$ cat config.mk
export PLATFORM = sky130hd
export DESIGN_NAME = periodic_decimating_fir
export DESIGN_NICKNAME = d
export VERILOG_FILES = /design/src/design/pdf_pkg.sv /design/src/design/pdf_resq.sv /design/src/design/pdf_front.sv /design/src/design/pdf_back.sv /design/src/design/periodic_decimating_fir.sv
export SDC_FILE = /design/constraint.sdc
export NUM_CORES = 2
export LEC_CHECK = 0
export BUFFER_PORTS_ARGS = -buffer_cell sky130_fd_sc_hd__buf_4
export CAP_MARGIN = 20
export CORE_MARGIN = 5
export CORE_UTILIZATION = 56
export CTS_BUF_LIST = sky130_fd_sc_hd__clkbuf_8
export DETAILED_ROUTE_END_ITERATION = 10
export MAX_ROUTING_LAYER = met4
export PLACE_DENSITY = 0.84
export SETUP_SLACK_MARGIN = 0.15
export SYNTH_ARGS = -nofsm -noshare
export SYNTH_HDL_FRONTEND = slang
export SYNTH_HIERARCHICAL = 1
export SYNTH_SLANG_ARGS = --single-unit
$ cat constraint.sdc
create_clock -name clk -period 6.6 [get_ports clk]
set_input_delay 0.66 -clock clk [delete_from_list [all_inputs] [get_ports clk]]
set_output_delay 0.66 -clock clk [all_outputs]
set_load 0.01 [all_outputs]
$ cat src/design/pdf_pkg.sv
// package for the periodic decimating fir: word types, codes and constants
`default_nettype none
package pdf_pkg;

    localparam int PDF_MAX_SAMPLES = 128;
    localparam int PDF_MAX_TAPS    = 16;

    localparam int COEF_W      = 36;
    localparam int JOB_N_W     = 8;
    localparam int SMP_ADDR_W  = 7;
    localparam int CFG_IDX_W   = 2;
    localparam int CFG_DATA_W  = 8;
    localparam int RQ_DEPTH    = 4;

    localparam logic OP_TAP    = 1'b0;
    localparam logic OP_SAMPLE = 1'b1;

    localparam logic [1:0] ST_OK    = 2'd0;
    localparam logic [1:0] ST_SIZE  = 2'd1;
    localparam logic [1:0] ST_PARAM = 2'd2;

    localparam logic [CFG_IDX_W-1:0] CFG_TAP_COUNT     = 2'd0;
    localparam logic [CFG_IDX_W-1:0] CFG_SAMPLE_SHIFT  = 2'd1;
    localparam logic [CFG_IDX_W-1:0] CFG_BOUNDARY_MODE = 2'd2;

    localparam logic [4:0] TAP_COUNT_RESET = 5'd2;
    localparam logic [4:0] MIN_TAPS        = 5'd2;

    localparam logic [3:0] BOUNDARY_FIELD    = 4'hf;
    localparam logic [3:0] BOUNDARY_PERIODIC = 4'h0;

    localparam logic signed [COEF_W-1:0] COEF_MAX = {1'b0, {(COEF_W-1){1'b1}}};
    localparam logic signed [COEF_W-1:0] COEF_MIN = {1'b1, {(COEF_W-1){1'b0}}};

    typedef struct packed {
        logic               opcode;
        logic [3:0]         tap_index;
        logic signed [15:0] value;
        logic               last;
    } in_word_t;

    typedef struct packed {
        logic signed [COEF_W-1:0] coefficient;
        logic [5:0]               coef_index;
        logic [1:0]               status;
        logic                     last_result;
    } out_word_t;

    typedef struct packed {
        logic [4:0] tap_count;
        logic [7:0] sample_shift;
        logic [3:0] boundary_mode;
    } cfg_t;

    typedef struct packed {
        logic [JOB_N_W-1:0] n;
        logic [1:0]         status;
    } job_t;

    typedef struct packed {
        logic               en;
        logic [3:0]         idx;
        logic signed [15:0] value;
    } tap_wr_t;

    typedef struct packed {
        logic                  en;
        logic [SMP_ADDR_W-1:0] addr;
        logic signed [15:0]    value;
    } smp_wr_t;

    typedef struct packed {
        logic busy;
        logic job_pop;
    } back_stat_t;

endpackage
`default_nettype wire

$ cat src/design/pdf_resq.sv
// result queue between the filter back end and the result port
`default_nettype none
module pdf_resq
    import pdf_pkg::*;
(
    input  wire logic      clk,
    input  wire logic      rst_n,
    input  wire logic      push,
    input  wire out_word_t wdata,
    output logic           full,
    input  wire logic      pop,
    output out_word_t      rdata,
    output logic           empty
);

    localparam int PTR_W = $clog2(RQ_DEPTH);
    localparam int CNT_W = $clog2(RQ_DEPTH + 1);

    out_word_t        mem_reg [RQ_DEPTH];
    logic [PTR_W-1:0] wr_ptr_reg, wr_ptr_next;
    logic [PTR_W-1:0] rd_ptr_reg, rd_ptr_next;
    logic [CNT_W-1:0] cnt_reg, cnt_next;
    logic             do_push, do_pop;

    assign full    = (cnt_reg == CNT_W'(RQ_DEPTH));
    assign empty   = (cnt_reg == '0);
    assign do_push = push && !full;
    assign do_pop  = pop && !empty;
    assign rdata   = mem_reg[rd_ptr_reg];

    always_comb
    begin
        wr_ptr_next = do_push ? PTR_W'(wr_ptr_reg + 1'b1) : wr_ptr_reg;
        rd_ptr_next = do_pop ? PTR_W'(rd_ptr_reg + 1'b1) : rd_ptr_reg;
        cnt_next    = cnt_reg;
        if (do_push && !do_pop)
        begin
            cnt_next = CNT_W'(cnt_reg + 1'b1);
        end
        else if (do_pop && !do_push)
        begin
            cnt_next = CNT_W'(cnt_reg - 1'b1);
        end
    end

    always_ff @(posedge clk or negedge rst_n)
    begin
        if (!rst_n)
        begin
            wr_ptr_reg <= '0;
            rd_ptr_reg <= '0;
            cnt_reg    <= '0;
        end
        else
        begin
            wr_ptr_reg <= wr_ptr_next;
            rd_ptr_reg <= rd_ptr_next;
            cnt_reg    <= cnt_next;
        end
    end

    always_ff @(posedge clk)
    begin
        if (do_push)
        begin
            mem_reg[wr_ptr_reg] <= wdata;
        end
    end

endmodule
`default_nettype wire

$ cat src/design/pdf_front.sv
// front end: input words, config registers, sample count and job queue
`default_nettype none
module pdf_front
    import pdf_pkg::*;
#(
    parameter int MAX_SAMPLES = PDF_MAX_SAMPLES,
    parameter int MAX_TAPS    = PDF_MAX_TAPS
)
(
    input  wire logic                  clk,
    input  wire logic                  rst_n,
    input  wire logic                  push,
    output logic                       full,
    input  wire in_word_t              item,
    input  wire logic                  cfg_valid,
    output logic                       cfg_ready,
    input  wire logic [CFG_IDX_W-1:0]  cfg_index,
    input  wire logic [CFG_DATA_W-1:0] cfg_data,
    input  wire back_stat_t            stat,
    output logic                       job_valid,
    output job_t                       job,
    output cfg_t                       cfg,
    output tap_wr_t                    tap_wr,
    output smp_wr_t                    smp_wr
);

    localparam int CNT_W = $clog2(MAX_SAMPLES + 1);

    logic [CNT_W-1:0] count_reg, count_next;
    logic             ovf_reg, ovf_next;
    cfg_t             cfg_reg, cfg_next;
    job_t             jq_reg [2];
    logic             jq_wr_reg, jq_rd_reg;
    logic [1:0]       jq_cnt_reg, jq_cnt_next;
    logic             accept, room, jq_push;
    logic [CNT_W-1:0] new_count;
    logic             ovf_seen;
    job_t             new_job;

    assign accept    = push && !full;
    assign full      = (jq_cnt_reg != 2'd0) || stat.busy;
    assign cfg_ready = 1'b1;
    assign cfg       = cfg_reg;
    assign job_valid = (jq_cnt_reg != 2'd0);
    assign job       = jq_reg[jq_rd_reg];
    assign room      = (count_reg < CNT_W'(MAX_SAMPLES));
    assign new_count = room ? CNT_W'(count_reg + 1'b1) : count_reg;
    assign ovf_seen  = ovf_reg || !room;

    always_comb
    begin
        tap_wr.en    = accept && (item.opcode == OP_TAP)
                       && (32'(item.tap_index) < MAX_TAPS);
        tap_wr.idx   = item.tap_index;
        tap_wr.value = item.value;
        smp_wr.en    = accept && (item.opcode == OP_SAMPLE) && room;
        smp_wr.addr  = SMP_ADDR_W'(count_reg);
        smp_wr.value = item.value;

        new_job.n = JOB_N_W'(new_count);
        priority if (ovf_seen || new_count[0] || (new_count == '0)
                     || (cfg_reg.tap_count < MIN_TAPS)
                     || (32'(cfg_reg.tap_count) > MAX_TAPS))
        begin
            new_job.status = ST_SIZE;
        end
        else if ((cfg_reg.boundary_mode & BOUNDARY_FIELD) != BOUNDARY_PERIODIC)
        begin
            new_job.status = ST_PARAM;
        end
        else
        begin
            new_job.status = ST_OK;
        end

        count_next = count_reg;
        ovf_next   = ovf_reg;
        jq_push    = 1'b0;
        if (accept && (item.opcode == OP_SAMPLE))
        begin
            if (item.last)
            begin
                count_next = '0;
                ovf_next   = 1'b0;
                jq_push    = 1'b1;
            end
            else
            begin
                count_next = new_count;
                ovf_next   = ovf_seen;
            end
        end

        jq_cnt_next = jq_cnt_reg;
        if (jq_push && !stat.job_pop)
        begin
            jq_cnt_next = jq_cnt_reg + 2'd1;
        end
        else if (stat.job_pop && !jq_push)
        begin
            jq_cnt_next = jq_cnt_reg - 2'd1;
        end

        cfg_next = cfg_reg;
        if (cfg_valid)
        begin
            unique case (cfg_index)
                CFG_TAP_COUNT:     cfg_next.tap_count     = cfg_data[4:0];
                CFG_SAMPLE_SHIFT:  cfg_next.sample_shift  = cfg_data[7:0];
                CFG_BOUNDARY_MODE: cfg_next.boundary_mode = cfg_data[3:0];
                default:           cfg_next = cfg_reg;
            endcase
        end
    end

    always_ff @(posedge clk or negedge rst_n)
    begin
        if (!rst_n)
        begin
            count_reg  <= '0;
            ovf_reg    <= 1'b0;
            jq_wr_reg  <= 1'b0;
            jq_rd_reg  <= 1'b0;
            jq_cnt_reg <= 2'd0;
            cfg_reg    <= '{tap_count: TAP_COUNT_RESET, sample_shift: 8'd0,
                            boundary_mode: 4'd0};
        end
        else
        begin
            count_reg  <= count_next;
            ovf_reg    <= ovf_next;
            jq_cnt_reg <= jq_cnt_next;
            cfg_reg    <= cfg_next;
            if (jq_push)
            begin
                jq_wr_reg <= !jq_wr_reg;
            end
            if (stat.job_pop)
            begin
                jq_rd_reg <= !jq_rd_reg;
            end
        end
    end

    always_ff @(posedge clk)
    begin
        if (jq_push)
        begin
            jq_reg[jq_wr_reg] <= new_job;
        end
    end

endmodule
`default_nettype wire

$ cat src/design/pdf_back.sv
// back end: tap store, sample memory and multiply-accumulate sequencer
`default_nettype none
module pdf_back
    import pdf_pkg::*;
#(
    parameter int MAX_SAMPLES = PDF_MAX_SAMPLES,
    parameter int MAX_TAPS    = PDF_MAX_TAPS
)
(
    input  wire logic    clk,
    input  wire logic    rst_n,
    input  wire cfg_t    cfg,
    input  wire tap_wr_t tap_wr,
    input  wire smp_wr_t smp_wr,
    input  wire logic    job_valid,
    input  wire job_t    job,
    output back_stat_t   stat,
    output logic         rq_push,
    output out_word_t    res,
    input  wire logic    rq_full
);

    localparam int ADDR_W = $clog2(MAX_SAMPLES);
    localparam int CNT_W  = $clog2(MAX_SAMPLES + 1);
    localparam int W1     = CNT_W + 1;
    localparam int TAP_AW = (MAX_TAPS > 1) ? $clog2(MAX_TAPS) : 1;
    localparam int ACC_W  = 32 + TAP_AW;
    localparam int SAT_W  = (ACC_W > COEF_W) ? ACC_W : COEF_W;

    localparam logic [2:0] S_IDLE  = 3'd0;
    localparam logic [2:0] S_MOD   = 3'd1;
    localparam logic [2:0] S_MAC   = 3'd2;
    localparam logic [2:0] S_DRAIN = 3'd3;
    localparam logic [2:0] S_PUT   = 3'd4;
    localparam logic [2:0] S_ERR   = 3'd5;

    logic signed [15:0]      smp_mem [MAX_SAMPLES];
    logic signed [15:0]      tap_mem_reg [MAX_TAPS];

    logic [2:0]              state_reg, state_next;
    logic [CNT_W-1:0]        n_reg, n_next;
    logic [CNT_W-1:0]        i_reg, i_next;
    logic [4:0]              j_reg, j_next;
    logic [ADDR_W-1:0]       r_reg, r_next;
    logic [ADDR_W-1:0]       base_reg, base_next;
    logic [7:0]              s_reg, s_next;
    logic [1:0]              status_reg, status_next;
    logic signed [ACC_W-1:0] acc_reg, acc_next;
    logic signed [31:0]      prod_reg;
    logic signed [15:0]      tap_q_reg, smp_q_reg;
    logic                    v1_reg, v2_reg;
    logic                    issue, acc_clr, res_last;

    logic [CNT_W-1:0]        r_plus;
    logic [ADDR_W-1:0]       r_wrap;
    logic [W1-1:0]           b2;
    logic [ADDR_W-1:0]       base_adv;
    logic [ADDR_W-1:0]       start_ptr;
    logic signed [SAT_W-1:0] acc_ext;
    logic signed [COEF_W-1:0] acc_sat;

    // pointer steps with periodic wrap
    assign r_plus    = CNT_W'(r_reg) + CNT_W'(1);
    assign r_wrap    = (r_plus == n_reg) ? '0 : ADDR_W'(r_plus);
    assign b2        = W1'(base_reg) + W1'(2);
    assign base_adv  = (b2 >= W1'(n_reg)) ? ADDR_W'(b2 - W1'(n_reg)) : ADDR_W'(b2);
    assign start_ptr = (s_reg == 8'd0) ? '0 : ADDR_W'(n_reg - CNT_W'(s_reg));
    assign res_last  = (CNT_W'(i_reg + 1'b1) == (n_reg >> 1));

    always_comb
    begin
        acc_ext = SAT_W'(acc_reg);
        priority if (acc_ext > SAT_W'(COEF_MAX))
        begin
            acc_sat = COEF_MAX;
        end
        else if (acc_ext < SAT_W'(COEF_MIN))
        begin
            acc_sat = COEF_MIN;
        end
        else
        begin
            acc_sat = COEF_W'(acc_ext);
        end
    end

    always_comb
    begin
        state_next   = state_reg;
        n_next       = n_reg;
        i_next       = i_reg;
        j_next       = j_reg;
        r_next       = r_reg;
        base_next    = base_reg;
        s_next       = s_reg;
        status_next  = status_reg;
        issue        = 1'b0;
        acc_clr      = 1'b0;
        rq_push      = 1'b0;
        stat.job_pop = 1'b0;
        stat.busy    = (state_reg != S_IDLE);

        res.coefficient = acc_sat;
        res.coef_index  = 6'(i_reg);
        res.status      = ST_OK;
        res.last_result = res_last;

        unique case (state_reg)
            S_IDLE:
            begin
                acc_clr = 1'b1;
                if (job_valid)
                begin
                    stat.job_pop = 1'b1;
                    n_next       = CNT_W'(job.n);
                    status_next  = job.status;
                    s_next       = cfg.sample_shift;
                    i_next       = '0;
                    state_next   = (job.status == ST_OK) ? S_MOD : S_ERR;
                end
            end
            S_ERR:
            begin
                res.coefficient = '0;
                res.coef_index  = '0;
                res.status      = status_reg;
                res.last_result = 1'b1;
                if (!rq_full)
                begin
                    rq_push    = 1'b1;
                    state_next = S_IDLE;
                end
            end
            S_MOD:
            begin
                // reduce the shift modulo n, one subtraction a cycle
                if (s_reg >= 8'(n_reg))
                begin
                    s_next = s_reg - 8'(n_reg);
                end
                else
                begin
                    base_next  = start_ptr;
                    r_next     = start_ptr;
                    j_next     = '0;
                    state_next = S_MAC;
                end
            end
            S_MAC:
            begin
                issue  = 1'b1;
                j_next = j_reg + 5'd1;
                r_next = r_wrap;
                if ((j_reg + 5'd1) == cfg.tap_count)
                begin
                    state_next = S_DRAIN;
                end
            end
            S_DRAIN:
            begin
                if (!v1_reg && !v2_reg)
                begin
                    state_next = S_PUT;
                end
            end
            S_PUT:
            begin
                if (!rq_full)
                begin
                    rq_push = 1'b1;
                    acc_clr = 1'b1;
                    if (res_last)
                    begin
                        state_next = S_IDLE;
                    end
                    else
                    begin
                        i_next     = CNT_W'(i_reg + 1'b1);
                        base_next  = base_adv;
                        r_next     = base_adv;
                        j_next     = '0;
                        state_next = S_MAC;
                    end
                end
            end
            default:
            begin
                state_next = S_IDLE;
            end
        endcase

        if (acc_clr)
        begin
            acc_next = '0;
        end
        else if (v2_reg)
        begin
            acc_next = acc_reg + ACC_W'(prod_reg);
        end
        else
        begin
            acc_next = acc_reg;
        end
    end

    always_ff @(posedge clk or negedge rst_n)
    begin
        if (!rst_n)
        begin
            state_reg <= S_IDLE;
            v1_reg    <= 1'b0;
            v2_reg    <= 1'b0;
            i_reg     <= '0;
            j_reg     <= '0;
        end
        else
        begin
            state_reg <= state_next;
            v1_reg    <= issue;
            v2_reg    <= v1_reg;
            i_reg     <= i_next;
            j_reg     <= j_next;
        end
    end

    always_ff @(posedge clk)
    begin
        n_reg      <= n_next;
        r_reg      <= r_next;
        base_reg   <= base_next;
        s_reg      <= s_next;
        status_reg <= status_next;
        acc_reg    <= acc_next;
        prod_reg   <= tap_q_reg * smp_q_reg;
        tap_q_reg  <= tap_mem_reg[TAP_AW'(j_reg)];
    end

    always_ff @(posedge clk or negedge rst_n)
    begin
        if (!rst_n)
        begin
            for (int k = 0; k < MAX_TAPS; k++)
            begin
                tap_mem_reg[k] <= '0;
            end
        end
        else if (tap_wr.en)
        begin
            tap_mem_reg[TAP_AW'(tap_wr.idx)] <= tap_wr.value;
        end
    end

    always_ff @(posedge clk)
    begin
        if (smp_wr.en)
        begin
            smp_mem[ADDR_W'(smp_wr.addr)] <= smp_wr.value;
        end
        smp_q_reg <= smp_mem[r_reg];
    end

    a_push_room: assert property (@(posedge clk) disable iff (!rst_n)
        rq_push |-> !rq_full)
        else $error("result pushed into a full queue");

    a_ptr_range: assert property (@(posedge clk) disable iff (!rst_n)
        (state_reg == S_MAC) |-> (CNT_W'(r_reg) < n_reg))
        else $error("sample pointer outside the block");

    a_put_drained: assert property (@(posedge clk) disable iff (!rst_n)
        (state_reg == S_PUT) |-> (!v1_reg && !v2_reg))
        else $error("result taken before the pipeline drained");

    a_last_idle: assert property (@(posedge clk) disable iff (!rst_n)
        (rq_push && res.last_result) |=> (state_reg == S_IDLE))
        else $error("sequencer not idle after the final result");

    a_pop_idle: assert property (@(posedge clk) disable iff (!rst_n)
        stat.job_pop |-> ((state_reg == S_IDLE) && job_valid))
        else $error("job taken while busy or none waiting");

endmodule
`default_nettype wire

$ cat src/design/periodic_decimating_fir.sv
// top level of the periodic decimating fir
// tap and sample words are taken one per cycle while no block is being filtered
// after the last sample the job is queued and the shift is reduced modulo n, then each result
// runs the multiply-accumulate loop over tap_count taps; a bad job gives one status word instead
// full stays high from the word after the last sample until the final result is queued
// reset clears control state, config to tap_count 2, shift 0, mode 0 and the tap store
// to zero; the sample memory is not cleared
`default_nettype none
module periodic_decimating_fir
    import pdf_pkg::*;
#(
    parameter int MAX_SAMPLES = PDF_MAX_SAMPLES,
    parameter int MAX_TAPS    = PDF_MAX_TAPS
)
(
    input  wire logic                  clk,
    input  wire logic                  rst_n,
    input  wire logic                  push,
    output logic                       full,
    input  wire in_word_t              item,
    output logic                       empty,
    input  wire logic                  pop,
    output out_word_t                  result,
    input  wire logic                  cfg_valid,
    output logic                       cfg_ready,
    input  wire logic [CFG_IDX_W-1:0]  cfg_index,
    input  wire logic [CFG_DATA_W-1:0] cfg_data
);

    back_stat_t stat;
    logic       job_valid;
    job_t       job;
    cfg_t       cfg;
    tap_wr_t    tap_wr;
    smp_wr_t    smp_wr;
    logic       rq_push;
    logic       rq_full;
    out_word_t  res;

    pdf_front #(
        .MAX_SAMPLES (MAX_SAMPLES),
        .MAX_TAPS    (MAX_TAPS)
    ) u_front (
        .clk       (clk),
        .rst_n     (rst_n),
        .push      (push),
        .full      (full),
        .item      (item),
        .cfg_valid (cfg_valid),
        .cfg_ready (cfg_ready),
        .cfg_index (cfg_index),
        .cfg_data  (cfg_data),
        .stat      (stat),
        .job_valid (job_valid),
        .job       (job),
        .cfg       (cfg),
        .tap_wr    (tap_wr),
        .smp_wr    (smp_wr)
    );

    pdf_back #(
        .MAX_SAMPLES (MAX_SAMPLES),
        .MAX_TAPS    (MAX_TAPS)
    ) u_back (
        .clk       (clk),
        .rst_n     (rst_n),
        .cfg       (cfg),
        .tap_wr    (tap_wr),
        .smp_wr    (smp_wr),
        .job_valid (job_valid),
        .job       (job),
        .stat      (stat),
        .rq_push   (rq_push),
        .res       (res),
        .rq_full   (rq_full)
    );

    pdf_resq u_resq (
        .clk   (clk),
        .rst_n (rst_n),
        .push  (rq_push),
        .wdata (res),
        .full  (rq_full),
        .pop   (pop),
        .rdata (result),
        .empty (empty)
    );

endmodule
`default_nettype wire

==> metrics.log, run 1 <==
INFO  metric synth.net_count = 6,622
INFO  metric grt_max_degree = 138
INFO  metric cts_max_path_buffers = 4
INFO  metric io_pins = 85
INFO  metric cts_buffers = 419
INFO  metric lastStage = detailed routing (5_2_route)
INFO  metric h-tree-depth = 5
INFO  metric ys.flop_type = edfxtp_1
INFO  metric floorplan.die.width = 467 µm
INFO  metric synth_seq_cells = 2,691
INFO  metric yosysUniqueCellTypes = 72
INFO  metric fp.dieH = 467 µm
INFO  metric number_of_enable_type_register_cells_in_the_synthesized_netlist = 2,280
INFO  metric postSynthCellCount = 6,168
INFO  metric status = did not finish
INFO  metric synth.cell_area = 117,000 µm²
INFO  metric proportion_of_synthesized_chip_area_in_sequential_cells = 0.669
INFO  metric grt_first_pass_wirelength = 416,000 µm
INFO  metric post_synth.cell_area_avg = 19.0 µm²
INFO  metric error_line = Error: u_back/net594 1 pin not visited #guides = 177
INFO  metric rows = 167
INFO  metric grt_antenna_before_repair = 14
INFO  metric ys_async_sr_fraction = 0.116
INFO  metric effective_utilization_at_floorplan = 0.564
INFO  metric yosys_warnings = 6
INFO  metric io_buffer_count = 83
INFO  metric detailed_place_hpwl = 174,000 µm
INFO  metric clock-root-buffer = clkbuf_8
INFO  metric number_of_global_route_vias_before_repair = 63,732
INFO  metric aggregate_global_route_resource_usage = 0.265
INFO  metric cts_setup_buffers = 0
INFO  metric crit_endpoint = u_back/prod_reg[25]$_DFF_P_/D
INFO  metric worst_endpoint_kind = sequential cell input
INFO  metric numClockSinks = 2,691
INFO  metric gp_congestion = 0.895
INFO  metric global_route.overflow_total = 0
-- Yosys cell counts (all sizes together), types with 41 or more instances --
cell | n | share of area
nor2 | 224 | 0.0072
mux2 | 305 | 0.029
edfxtp | 2280 | 0.59
nand3 | 43 | 0.0018
xor2 | 41 | 0.0031
fa | 267 | 0.046
clkbuf | 192 | 0.0062
and2 | 177 | 0.0095
a21oi | 76 | 0.0033
nand2 | 228 | 0.0073
mux4 | 797 | 0.15
dfxtp | 100 | 0.017
o21ai | 70 | 0.0030
dfrtp | 310 | 0.066
ha | 150 | 0.016
xnor2 | 80 | 0.0060
inv | 330 | 0.011
buf | 156 | 0.0077
-- layer usage --
layer / GRT usage
met3: 0.0534
met1: 0.343
met5: -
met2: 0.420
met4: 0.106
-- stage by stage --
| stage | utilization | area [µm²] | hold WS (ns) | worst slack [ns] | std cells |
|---|---|---|---|---|---|
| after global routing | 0.625 | 130000 | 0.0583 | 0.116 | 9698 |
| after CTS | 0.624 | 130000 | 0.00514 | 0.283 | 9684 |
| after detailed placement | 0.587 | 122000 | 0.379 | 0.103 | 8936 |
| after global placement | 0.586 | 122000 | 0.361 | 0.236 | 8930 |
| after floorplan | - | 117000 | 0.354 | 0.601 | 6168 |
-- repair_timing --
action	CTS	global route
cloned	0	0
endpoints found under the hold margin	164	0
hold buffers	16	0
resized for setup	1	7
endpoints found under the setup margin	1	3
-- cells by family after synthesis --
family | count (synthesis) | synth area share
buffers and inverters | 679 | 0.0244
DFF | 2691 | 0.669
adders and majority gates | 417 | 0.0617
muxes | 1124 | 0.185
other | 1 | 0.0000321
xor gates and xnor gates | 121 | 0.00906
AOI/OAI and AO/OA | 296 | 0.0163
and+or+nand+nor | 839 | 0.0349
==> run 2: changes to the inputs <==
- CORE_UTILIZATION: 56 -> 40
- CTS_BUF_LIST: sky130_fd_sc_hd__clkbuf_8 -> not set
- MAX_ROUTING_LAYER: met4 -> not set
- PLACE_DENSITY: 0.84 -> not set
- PLACE_DENSITY_LB_ADDON: not set -> 0.15
- SETUP_SLACK_MARGIN: 0.15 -> not set
==> run 2 against run 1 <==
Compared with the run above: the flow now finishes without violations; synthesized cell count unchanged; global-route usage decreased by 7.2 points; area after synthesis is the same.
==> metrics.log, run 2 <==
INFO  metric die_area = 303,000 µm²
INFO  metric first_iter_violations = 5,540
INFO  metric synth_seq_cells = 2,691 (unchanged)
INFO  metric synth_simple_gate_area_share = 0.0349 (unchanged)
INFO  metric detailed_place_hpwl = 181,000 µm (+4.2%)
INFO  metric number_of_global_route_vias_before_repair = 60,883 (-4.5%)
INFO  metric yosysTopAreaCell = edfxtp_1
INFO  metric worst-slew-pin-transition = 1.11 ns
INFO  metric final_layout_size_suffix_gt1_frac = 0.291
INFO  metric nets = 6,923
INFO  metric report.final.hold_viol_count = 0
INFO  metric critical_path.max_fanout = 9
INFO  metric global_route.overflow_total = 0 (unchanged)
INFO  metric ys_async_sr_fraction = 0.116 (unchanged)
INFO  metric critPathLaunchType = flip-flop
INFO  metric ys.flop_type = edfxtp_1
INFO  metric yosys.area_share.xor_xnor = 0.00906 (unchanged)
INFO  metric slew_violations = 0
INFO  metric critical_path_class = flip-flop to flip-flop
INFO  metric aggregate_global_route_resource_usage = 0.194 (-0.0718)
INFO  metric cp.required = 7.38 ns
INFO  metric pre_cts_ws = 0.301 ns (+0.199 ns)
INFO  metric io_buffer_count = 83 (unchanged)
INFO  metric critical_path.endpoint_type = flip-flop
INFO  metric number_of_enable_type_register_cells_in_the_synthesized_netlist = 2,280 (unchanged)
INFO  metric area.growth.synth_to_final = 13.4%
INFO  metric proportion_of_synthesized_chip_area_in_sequential_cells = 0.669 (unchanged)
INFO  metric grt_max_degree = 176 (+28%)
INFO  metric synth.cell_area = 117,000 µm² (unchanged)
INFO  metric post_drt_via_cell_ratio = 5.48
INFO  metric post_synth_main_area_contributors = edfxtp_1 (59%), mux4_2 (15%), dfrtp_1 (6.6%)
INFO  metric effective_utilization_at_floorplan = 0.402 (-0.162)
INFO  metric rsz0062_at_grt = false
INFO  metric synth_common_cells = edfxtp_1 (2,280), mux4_2 (797), inv_1 (329), dfrtp_1 (310), mux2_2 (305)
INFO  metric number_of_cells_after_detailed_placement = 10,064 (+13%)
INFO  metric floorplan.die.width = 551 µm (+18%)
INFO  metric post-route-drc-count = 0
INFO  metric gp_congestion = 0.818 (-8.7%)
INFO  metric cts_tree = built
INFO  metric synth_fa_ha_area_frac = 0.0617 (unchanged)
INFO  metric fin_setup_tns = 0 ns
INFO  metric yosys_warnings = 6 (unchanged)
INFO  metric synth_top_cell_area_share = 0.585 (unchanged)
INFO  metric finalCritPeriodShare = 0.948
INFO  metric fillers = 24,841
INFO  metric synth_compound_area_frac = 0.0163 (unchanged)
INFO  metric postLayoutCoreUtil = 0.456
INFO  metric status = finished clean
INFO  metric clock-skew-final = 0.0665 ns
INFO  metric synth.mux.area_fraction = 0.185 (unchanged)
INFO  metric h-tree-depth = 5 (unchanged)
INFO  metric clock-root-buffer = clkbuf_16
INFO  metric final_antenna_net_count = 0
INFO  metric fp.dieH = 551 µm (+18%)
INFO  metric finalWirelength = 295,000 µm
INFO  metric core_region_area = 291,000 µm²
INFO  metric ir_worst_vdd = 306 µV
INFO  metric drt-wirelength-per-cell = 27.8 µm
INFO  metric clk_latency = 0.91 ns
INFO  metric synth.net_count = 6,622 (unchanged)
INFO  metric layout.cells.most_common_list = edfxtp_1 (2,280), mux4_2 (797), inv_1 (329)
INFO  metric length_of_the_first_detailed_routing_pass_in_iterations = 7
INFO  metric io_pins = 85 (unchanged)
INFO  metric maxSlewHeadroom = 0.263
INFO  metric min-delay-path-class = input pin to flip-flop
INFO  metric critical_path_arrival = 7.04 ns
INFO  metric layout.cells.most_common = edfxtp_1
INFO  metric power_leakage = 46.6 nW
INFO  metric synth_most_common_cell = edfxtp_1
INFO  metric via_count = 58,099
INFO  metric fin_ws = 0.342 ns
INFO  metric fin_cells = 10,596
INFO  metric synth_top_family_by_area = multiplexers
INFO  metric worst_hold_slack = 0.0854 ns
INFO  metric cts_max_path_buffers = 4 (unchanged)
INFO  metric finalCriticalPeriod = 6.26 ns
INFO  metric power.density = 420 nW/µm²
INFO  metric grt_first_pass_wirelength = 430,000 µm (+3.5%)
INFO  metric numClockSinks = 2,691 (unchanged)
INFO  metric path_clk_slew = 0.06 ns
INFO  metric grt_antenna_before_repair = 47 (+33)
INFO  metric post_synth.cell_area_avg = 19.0 µm² (unchanged)
INFO  metric max_ffs_per_register = 2,048
INFO  metric achievable-frequency = 0.160 GHz
INFO  metric rows = 198 (+19%)
INFO  metric cap_violations = 0
INFO  metric cts_buffers = 293 (-30%)
INFO  metric yosysUniqueCellTypes = 72 (unchanged)
INFO  metric postSynthCellCount = 6,168 (unchanged)
INFO  metric setup_viol_count_final = 0
run 2: cell counts after synthesis:
No cell type changed its count.
run 2: logic make-up after synthesis:
family | count (synthesis)
other | 1
flip-flops | 2691
adder cells (fa/ha/maj) | 417
buffers and inverters | 679
multiplexers | 1124
AO/OA/AOI/OAI | 296
AND/OR/NAND/NOR | 839
XOR/XNOR | 121
run 2: final timing paths:
| kind | startpoint | to | slack [ns] | cells after the start |
|---|---|---|---|---|
| min in group asynchronous | rst_n | u_back/tap_mem_reg[42] | 0.33 | 2 |
| max reg2reg | u_back/smp_q_reg[4] | u_back/prod_reg[25] | 0.34 | 22 |
| min | item[0] | u_front/ovf_reg | 0.09 | 2 |
| max | u_back/smp_q_reg[4] | u_back/prod_reg[25] | 0.34 | 22 |
| min reg2reg | u_back/v1_reg | u_back/v2_reg | 0.40 | 0 |
| max in group asynchronous | rst_n | u_resq/rd_ptr_reg[0] | 4.85 | 3 |
run 2: critical path, stage by stage, from the launching register on:
cell,delay (ns)
dfxtp_1,0.45
and2_1,0.25
fa_1,0.54
inv_1,0.06
fa_1,0.46
fa_1,0.51
inv_1,0.05
fa_1,0.49
fa_1,0.50
inv_1,0.05
fa_1,0.47
inv_1,0.04
ha_1,0.34
a21o_1,0.20
a21oi_1,0.22
o21a_1,0.15
o21ai_0,0.07
a221o_1,0.46
a22oi_1,0.23
a21oi_1,0.14
a21o_1,0.19
a21oi_1,0.17
xnor2_1,0.13
run 2: final cells by class:
class,instances,area (µm²),share of cell area
clock inverter,144,1190,0.00901
clock buffer,370,7900,0.0596
sequential,2691,78300,0.590
timing repair buffer,354,2990,0.0226
multi-input combinational,2798,36200,0.273
antenna,8,20.0,0.000151
inverter,331,1240,0.00937
tap,3900,4880,0.0368
run 2: per-stage QoR:
stage                     power [mW]  instance area, µm²
after floorplan                 33.7              117000
after global placement          40.6              123000
after detailed placement        40.7              123000
after CTS                       56.6              133000
after global routing            58.8              133000
final                           55.7              133000
run 2: report_power, final:
part / switching, mW / internal [mW]
Clock: 6.68 / 8.97
Sequential: 0.765 / 19.4
Combinational: 10.9 / 8.94
run 2: repair_timing:
action | CTS | global route
hold buffers | 9 | 0
setup buffers | 0 | 0
endpoints found under the hold margin | 85 | 0
resized for setup | 0 | 6
endpoints found under the setup margin | 0 | 2
run 2: per-layer routing:
| layer | track usage | share of wire |
|---|---|---|
| met3 | 0.0391 | 0.070 |
| met1 | 0.287 | 0.45 |
| met4 | 0.0433 | 0.021 |
| met5 | 0 | 0.00026 |
| met2 | 0.298 | 0.46 |
No activity file was read; power rests on OpenSTA's default activity.
